`config.mk`:
```
export PLATFORM = sky130hd
export DESIGN_NAME = weighted_random_selector
export DESIGN_NICKNAME = d
export VERILOG_FILES = /design/src/rtl/core/wrs_pkg.sv /design/src/rtl/core/wrs_ram.sv /design/src/rtl/core/wrs_mod.sv /design/src/rtl/core/weighted_random_selector.sv
export SDC_FILE = /design/constraint.sdc
export NUM_CORES = 2
export LEC_CHECK = 0
export ABC_AREA = 1
export BUFFER_PORTS_ARGS = -buffer_cell sky130_fd_sc_hd__buf_2
export CAP_MARGIN = 10
export CORE_MARGIN = 1
export CORE_UTILIZATION = 40
export DETAILED_ROUTE_END_ITERATION = 6
export GPL_TIMING_DRIVEN = 0
export RECOVER_POWER = 50
export SYNTH_ARGS = -nofsm -noshare
export SYNTH_HDL_FRONTEND = slang
export SYNTH_SLANG_ARGS = --single-unit
```
`constraint.sdc`:
```
create_clock -name clk -period 2.5 [get_ports clk]
set_input_delay 0.125 -clock clk [delete_from_list [all_inputs] [get_ports clk]]
set_output_delay 0.125 -clock clk [all_outputs]
set_load 0.05 [all_outputs]
```
`src/rtl/core/wrs_pkg.sv`:
```
`default_nettype none

package wrs_pkg;

    // Width of the random number that a choose request carries.
    localparam int RND_W = 32;

    // Width of the weight field on the request port.
    localparam int IN_WEIGHT_W = 16;

    // Width of the index field on the result port.
    localparam int OUT_INDEX_W = 6;

    typedef enum logic [1:0] {
        REQ_CLEAR  = 2'd0,
        REQ_APPEND = 2'd1,
        REQ_CHOOSE = 2'd2,
        REQ_NONE   = 2'd3
    } req_t;

    typedef enum logic [1:0] {
        STAT_OK    = 2'd0,
        STAT_FULL  = 2'd1,
        STAT_EMPTY = 2'd2
    } stat_t;

    typedef enum logic [1:0] {
        ST_IDLE,
        ST_MOD,
        ST_WALK
    } state_t;

endpackage

`default_nettype wire

```
`src/rtl/core/wrs_ram.sv`:
```
`default_nettype none

module wrs_ram #(
    parameter int WIDTH = 16,
    parameter int DEPTH = 64
) (
    input  wire logic                     clk,
    input  wire logic                     we,
    input  wire logic [$clog2(DEPTH)-1:0] wr_addr,
    input  wire logic [WIDTH-1:0]         wr_data,
    input  wire logic [$clog2(DEPTH)-1:0] rd_addr,
    output logic      [WIDTH-1:0]         rd_data
);

    logic [WIDTH-1:0] mem [DEPTH];

    always_ff @(posedge clk)
    begin
        if (we)
        begin
            mem[wr_addr] <= wr_data;
        end
        rd_data <= mem[rd_addr];
    end

endmodule

`default_nettype wire

```
`src/rtl/core/wrs_mod.sv`:
```
`default_nettype none

module wrs_mod #(
    parameter int DIV_W = 22
) (
    input  wire logic                      clk,
    input  wire logic                      rst_n,
    input  wire logic                      start,
    input  wire logic [wrs_pkg::RND_W-1:0] dividend,
    input  wire logic [DIV_W-1:0]          divisor,
    output logic                           done,
    output logic      [DIV_W-1:0]          remainder
);

    import wrs_pkg::*;

    localparam int STEP_W = $clog2(RND_W + 1);

    logic              run_reg;
    logic              done_reg;
    logic [STEP_W-1:0] step_reg;
    logic [RND_W-1:0]  dvd_reg;
    logic [DIV_W-1:0]  div_reg;
    logic [DIV_W-1:0]  rem_reg;
    logic [DIV_W:0]    trial;
    logic [DIV_W:0]    diff;
    logic [DIV_W-1:0]  rem_next;

    // One restoring step per cycle: bring in the next dividend bit and
    // subtract the divisor when it fits. The remainder stays below the divisor.
    always_comb
    begin
        trial    = {rem_reg, dvd_reg[RND_W-1]};
        diff     = trial - {1'b0, div_reg};
        rem_next = (trial >= {1'b0, div_reg}) ? diff[DIV_W-1:0] : trial[DIV_W-1:0];
    end

    always_ff @(posedge clk or negedge rst_n)
    begin
        if (!rst_n)
        begin
            run_reg  <= 1'b0;
            done_reg <= 1'b0;
            step_reg <= '0;
        end
        else
        begin
            done_reg <= 1'b0;
            if (start)
            begin
                run_reg  <= 1'b1;
                step_reg <= '0;
            end
            else if (run_reg)
            begin
                step_reg <= step_reg + 1'b1;
                if (step_reg == STEP_W'(RND_W - 1))
                begin
                    run_reg  <= 1'b0;
                    done_reg <= 1'b1;
                end
            end
        end
    end

    always_ff @(posedge clk)
    begin
        if (start)
        begin
            dvd_reg <= dividend;
            div_reg <= divisor;
            rem_reg <= '0;
        end
        else if (run_reg)
        begin
            dvd_reg <= {dvd_reg[RND_W-2:0], 1'b0};
            rem_reg <= rem_next;
        end
    end

    assign done      = done_reg;
    assign remainder = rem_reg;

endmodule

`default_nettype wire

```
`src/rtl/core/weighted_random_selector.sv`:
```
// Clear, append and unused requests, and a choose on an empty table or a zero total,
// give their result beat the cycle after a request is taken; a new request is taken then.
// Other chooses run 32 divider steps, hand the remainder on, then test one entry per cycle.
// The receiver cannot stall; each result is shown for exactly one cycle.
// Reset clears the entry count and the running total; the weight memory is not cleared.
`default_nettype none

module weighted_random_selector #(
    parameter int MAX_ENTRIES = 64,
    parameter int WEIGHT_BITS = 16
) (
    input  wire logic                            clk,
    input  wire logic                            rst_n,
    input  wire logic                            start,
    output logic                                 busy,
    input  wire logic [1:0]                      req_type,
    input  wire logic [wrs_pkg::IN_WEIGHT_W-1:0] entry_weight,
    input  wire logic [wrs_pkg::RND_W-1:0]       random_value,
    output logic                                 done,
    output logic      [1:0]                      status,
    output logic      [wrs_pkg::OUT_INDEX_W-1:0] chosen_index
);

    import wrs_pkg::*;

    // Index into the weight memory, a count that can reach the table size,
    // and a total wide enough for a full table of maximal weights.
    localparam int IDX_W = $clog2(MAX_ENTRIES);
    localparam int CNT_W = $clog2(MAX_ENTRIES + 1);
    localparam int TOT_W = WEIGHT_BITS + IDX_W;

    state_t                 state_reg;
    state_t                 state_next;
    logic [CNT_W-1:0]       count_reg;
    logic [CNT_W-1:0]       count_next;
    logic [TOT_W-1:0]       total_reg;
    logic [TOT_W-1:0]       total_next;
    logic [TOT_W-1:0]       rem_reg;
    logic [TOT_W-1:0]       rem_next;
    logic [IDX_W-1:0]       walk_reg;
    logic [IDX_W-1:0]       walk_next;
    logic                   done_reg;
    logic                   done_next;
    logic [1:0]             status_reg;
    logic [1:0]             status_next;
    logic [IDX_W-1:0]       index_reg;
    logic [IDX_W-1:0]       index_next;

    logic                   accept;
    logic                   table_full;
    logic [WEIGHT_BITS+IN_WEIGHT_W-1:0] weight_ext;
    logic [WEIGHT_BITS-1:0] new_weight;
    logic                   ram_we;
    logic [IDX_W-1:0]       ram_rd_addr;
    logic [WEIGHT_BITS-1:0] ram_rd_data;
    logic [TOT_W-1:0]       entry_w;
    logic                   walk_last;
    logic                   mod_start;
    logic                   mod_done;
    logic [TOT_W-1:0]       mod_rem;
    logic [IDX_W+OUT_INDEX_W-1:0] index_ext;

    assign accept     = start && !busy;
    assign busy       = (state_reg != ST_IDLE);
    assign table_full = (count_reg == CNT_W'(MAX_ENTRIES));

    // The weight is kept in its low WEIGHT_BITS bits, zero-extended when the
    // stored width exceeds the port width.
    assign weight_ext = {{WEIGHT_BITS{1'b0}}, entry_weight};
    assign new_weight = weight_ext[WEIGHT_BITS-1:0];

    // The weight of the entry currently presented by the memory, at total width.
    assign entry_w   = {{(TOT_W-WEIGHT_BITS){1'b0}}, ram_rd_data};
    assign walk_last = ((CNT_W'(walk_reg) + 1'b1) == count_reg);

    assign ram_we = accept && (req_type == REQ_APPEND) && !table_full;

    wrs_ram #(
        .WIDTH (WEIGHT_BITS),
        .DEPTH (MAX_ENTRIES)
    ) u_weight_ram (
        .clk     (clk),
        .we      (ram_we),
        .wr_addr (count_reg[IDX_W-1:0]),
        .wr_data (new_weight),
        .rd_addr (ram_rd_addr),
        .rd_data (ram_rd_data)
    );

    // The divider is started only when the total is nonzero.
    assign mod_start = accept && (req_type == REQ_CHOOSE) &&
                       (count_reg != '0) && (total_reg != '0);

    wrs_mod #(
        .DIV_W (TOT_W)
    ) u_mod (
        .clk       (clk),
        .rst_n     (rst_n),
        .start     (mod_start),
        .dividend  (random_value),
        .divisor   (total_reg),
        .done      (mod_done),
        .remainder (mod_rem)
    );

    always_comb
    begin
        state_next  = state_reg;
        count_next  = count_reg;
        total_next  = total_reg;
        rem_next    = rem_reg;
        walk_next   = walk_reg;
        done_next   = 1'b0;
        status_next = status_reg;
        index_next  = index_reg;
        ram_rd_addr = '0;

        case (state_reg)
            ST_IDLE:
            begin
                // Entry 0 is read while the divider runs, so its weight is
                // already on the memory output when the walk begins.
                if (accept)
                begin
                    status_next = STAT_OK;
                    index_next  = '0;
                    case (req_type)
                        REQ_CLEAR:
                        begin
                            count_next = '0;
                            total_next = '0;
                            done_next  = 1'b1;
                        end
                        REQ_APPEND:
                        begin
                            if (table_full)
                            begin
                                status_next = STAT_FULL;
                            end
                            else
                            begin
                                count_next = count_reg + 1'b1;
                                total_next = total_reg +
                                             {{(TOT_W-WEIGHT_BITS){1'b0}}, new_weight};
                            end
                            done_next = 1'b1;
                        end
                        REQ_CHOOSE:
                        begin
                            if (count_reg == '0)
                            begin
                                status_next = STAT_EMPTY;
                                done_next   = 1'b1;
                            end
                            else if (total_reg == '0)
                            begin
                                // All weights are zero: entry 0 is picked.
                                done_next = 1'b1;
                            end
                            else
                            begin
                                state_next = ST_MOD;
                            end
                        end
                        default:
                        begin
                            done_next = 1'b1;
                        end
                    endcase
                end
            end

            ST_MOD:
            begin
                if (mod_done)
                begin
                    rem_next   = mod_rem;
                    walk_next  = '0;
                    state_next = ST_WALK;
                end
            end

            ST_WALK:
            begin
                // The memory presents the weight of the entry under test while
                // the next entry is being read, so one entry is tested a cycle.
                ram_rd_addr = walk_reg + 1'b1;
                if ((rem_reg < entry_w) || walk_last)
                begin
                    index_next  = walk_reg;
                    status_next = STAT_OK;
                    done_next   = 1'b1;
                    state_next  = ST_IDLE;
                end
                else
                begin
                    rem_next  = rem_reg - entry_w;
                    walk_next = walk_reg + 1'b1;
                end
            end

            default:
            begin
                state_next = ST_IDLE;
            end
        endcase
    end

    always_ff @(posedge clk or negedge rst_n)
    begin
        if (!rst_n)
        begin
            state_reg  <= ST_IDLE;
            count_reg  <= '0;
            total_reg  <= '0;
            done_reg   <= 1'b0;
        end
        else
        begin
            state_reg  <= state_next;
            count_reg  <= count_next;
            total_reg  <= total_next;
            done_reg   <= done_next;
        end
    end

    always_ff @(posedge clk)
    begin
        rem_reg    <= rem_next;
        walk_reg   <= walk_next;
        status_reg <= status_next;
        index_reg  <= index_next;
    end

    // The result port carries the low bits of the index.
    assign index_ext    = {{OUT_INDEX_W{1'b0}}, index_reg};
    assign done         = done_reg;
    assign status       = status_reg;
    assign chosen_index = index_ext[OUT_INDEX_W-1:0];

endmodule

`default_nettype wire

```
==> impl_results.md <==
- # port buffers: 62
- Largest net degree at the start of global routing: between 60 and 70
- Vias: around 42000
- Endpoints failing setup: 52
- Clock root buffer: clkbuf_16
- Worst-margin pin slew: ~1.9 ns
- Core Rows: 134
- Pint: roughly 34 mW
- Critical path endpoint category: flip-flop
- Ys Warns: 0
- Via/cell ratio: around 5.4
- Cell chain of the critical path: buf_6, ha_4, nand2_2, inv_2, nor2_4, nand2_8, buf_12, buf_6, nand3_1, nand3_2, nand2_2, nand2_1, nand2_1, nand2_1, nand2_2
- Post-Syn Area: around 54000 um^2
- Gr usage total: a little over a quarter
- Slowest CP cell: edfxtp_1
- Syn Area/Cell: just under 10 um^2
- Final period util: 104%
- Fill count: ~12000
- PwrDens: roughly 680 nW/um^2
- Combinational Power Share: between 7 and 8%
- Max Cap Viol: 4
- Routed wire length: roughly 190000 um
- Netlist cell types: 38
- Kind of critical path: flip-flop to flip-flop
- Share of the synthesized area in the top cell type: between 60% and 70%
- First-pass GRT wire length: 267000 um
- Layout cells sized above 1: between 15 and 20%
- Antenna-violating nets left: 0
- DP Worst Slack: -1.74 ns
- RePlAce Congestion: 0.950
- Buffer depth of the longest clock path: 3
- Post-Layout Inst Area: roughly 66000 um^2
- Post-DP Area: approximately 58000 um^2
- H-tree depth: 4
- Sequential share of power: between 50% and 60%
- DIE HEIGHT: about 370 um
- Core outline area: around 130000 um^2
- Worst EP arrival: 3.29 ns
- Final HPWL DP: around 120000 um
- Most common cell after layout, fill and taps aside: nand2_1
- Final core occ: roughly half
- Worst-path clk slew: roughly 0.06 ns
- Switching power: 11.0 mW
- Mapped Nets: roughly 5600
- Fin. max-slew vios: around 260
- Failing checks: design-rule violations, max-capacitance violations, max-slew violations, negative setup slack
- Max VDD drop: a little under 0.7 mV
- CP required: between 3 and 4 ns
- Lkg Pwr: roughly 28 nW
- Die width: between 300 and 400 um
- Reg-to-Reg Start: walk_reg[0]
- 1st-iter DRT viols: between 5000 and 6000
- DR DRC count: 3
- CTS tree: built
- Clock power frac: between 40% and 50%
- Starting Density: around two fifths
- # IOs: 63
- Uppermost layer routed: met5
- Crit-path max cell delay: 0.39 ns
- Final worst slack: -0.0977 ns
- Worst hold path class: input pin to asynchronous set/reset pin
- Nets: 6036
- Total power: between 40 and 50 mW
- Total congestion overflow: 0
- TNS Setup: -1.84 ns
- Mapped Cells: around 5500
- Vias in the first global route: between 30000 and 40000
- Sw Ratio: 24.6%
- Hold violation count in the final report: 0
- Post-synth top area cell: edfxtp_1
- Crit start category: flip-flop
- Commonest non-fill, non-tap cells in the layout: nand2_1 (1214), edfxtp_1 (1114), inv_1 (738)
- Register bit count reported by yosys: between 1000 and 1500
- Slew Limit Headroom: -27.4%
- Area Growth Syn to Fin: 22.8%
- Wire length on met1: 74500 um
- Max FFs per register: roughly 1000
- Die area: approximately 140000 um^2
- Crit path launch: walk_reg[0]
- Fmax: between 300 and 400 MHz
- Initial antenna violation count: 5
- WL/cell: about 24 um
- Register area share after synthesis: roughly 65%
- RSZ-0062 raised after global routing: yes
- Met2 wire len: 86100 um
- Drt pass-1 iters: 7
- R2R depth: 15
- CTS Buf Count: approximately 130
- Clk_skew: 0.0433 ns
- Area contributors post-synth: edfxtp_1 (62%), nand2_1 (9.0%), nand3_1 (7.2%)
- CTS Sinks: between 1000 and 1500
- Outcome: finished with violations
- Met3 wire len: between 15000 and 20000 um
- Worst skew pair latency: approximately 0.8 ns
- Minimum clock period: around 2.6 ns
- Worst-path maximum fanout: 10
==> through the flow <==
step                      std cells  hold slack [ns]
after floorplan                5472           -0.171
after global placement         7302            0.339
after detailed placement       7367            0.347
after CTS                      7766          0.00153
after global routing           7791            0.159
final                          7794           0.0831
==> final timing paths <==
kind	endpoint	slack [ns]
max	u_weight_ram.rd_data[8]	-0.1
min	u_mod.step_reg[5]	0.08
max reg2reg	u_weight_ram.rd_data[8]	-0.1
min reg2reg	u_mod.remainder[21]	0.47
max in group asynchronous	count_reg[0]	1.60
min in group clk	u_mod.dvd_reg[4]	0.14
==> power by group through the flow <==
stage / clock (mW) / combinational [mW] / sequential (mW)
5_1_grt: 19.8 / 3.51 / 22.7
3_3_place_gp: 0 / 2.65 / 23.0
3_5_place_dp: 0 / 2.79 / 23.0
4_1_cts: 19.1 / 3.07 / 22.6
2_1_floorplan: 0 / 1.67 / 22.9
6_report: 19.0 / 3.22 / 22.7
==> repair_timing <==
item	in CTS	in global routing
endpoints found under the hold margin	313	38
gates cloned	2	4
hold buffers	47	2
pin swaps	77	80
resized for setup	485	222
setup endpoints to repair	1219	1052
buffers inserted	113	16
==> cells by family after synthesis <==
group | Yosys count | share of synthesized area (%)
buf+inv | 995 | 7.23
simple gates | 2822 | 21.9
xor+xnor | 24 | 0.404
flops | 1192 | 65.4
compound gates | 375 | 3.60
fa+ha+maj | 64 | 1.53
==> routing by layer <==
layer  vias to the layer above  GRT usage (%)
met3                       487           5.30
met5                         -              0
li1                      19000              -
met4                         4           12.6
met2                      2246           42.7
met1                     20000           36.3
==> worst max-delay path: cells and delay by family, from the launching register on <==
family	cells	cell delay, ns
AND/OR/NAND/NOR	10	1.32
buffers and inverters	4	0.59
flip-flops	1	0.39
adder cells (fa/ha/maj)	1	0.17
==> synthesized netlist by cell type <==
library cell,n
a21oi_1,64
nand2_2,4
nor3b_1,1
nand3b_1,7
a21o_1,4
fa_1,3
o22ai_1,5
or2_2,19
o21ai_1,4
ha_1,61
buf_4,2
o211ai_1,4
nor2_1,663
buf_2,123
xnor2_1,12
inv_1,748
a21boi_0,2
buf_1,38
o21bai_1,8
dfrtp_1,40
nor2_4,3
nand3_2,1
nand4_1,22
and3_1,1
clkbuf_1,78
nor3_1,23
o31ai_1,1
a31oi_1,3
nand2_1,1297
xor2_1,11
dfxtp_1,38
o21ai_0,278
nand3_1,780
inv_2,6
nor2_2,1
o2111ai_1,2
xor2_2,1
edfxtp_1,1114
==> layout make-up <==
cell class / count / area (um^2) / share of cell area (%)
multi-input combinational: 3288 / 16200 / 24.5
inverter: 754 / 2860 / 4.32
clock buffer: 172 / 3460 / 5.24
antenna: 4 / 10.0 / 0.0151
clock inverter: 65 / 706 / 1.07
sequential: 1192 / 35200 / 53.2
timing repair buffer: 310 / 3560 / 5.38
buffer: 241 / 1920 / 2.91
tap: 1768 / 2210 / 3.34
Note: power is estimated with default switching activity, not from simulation.
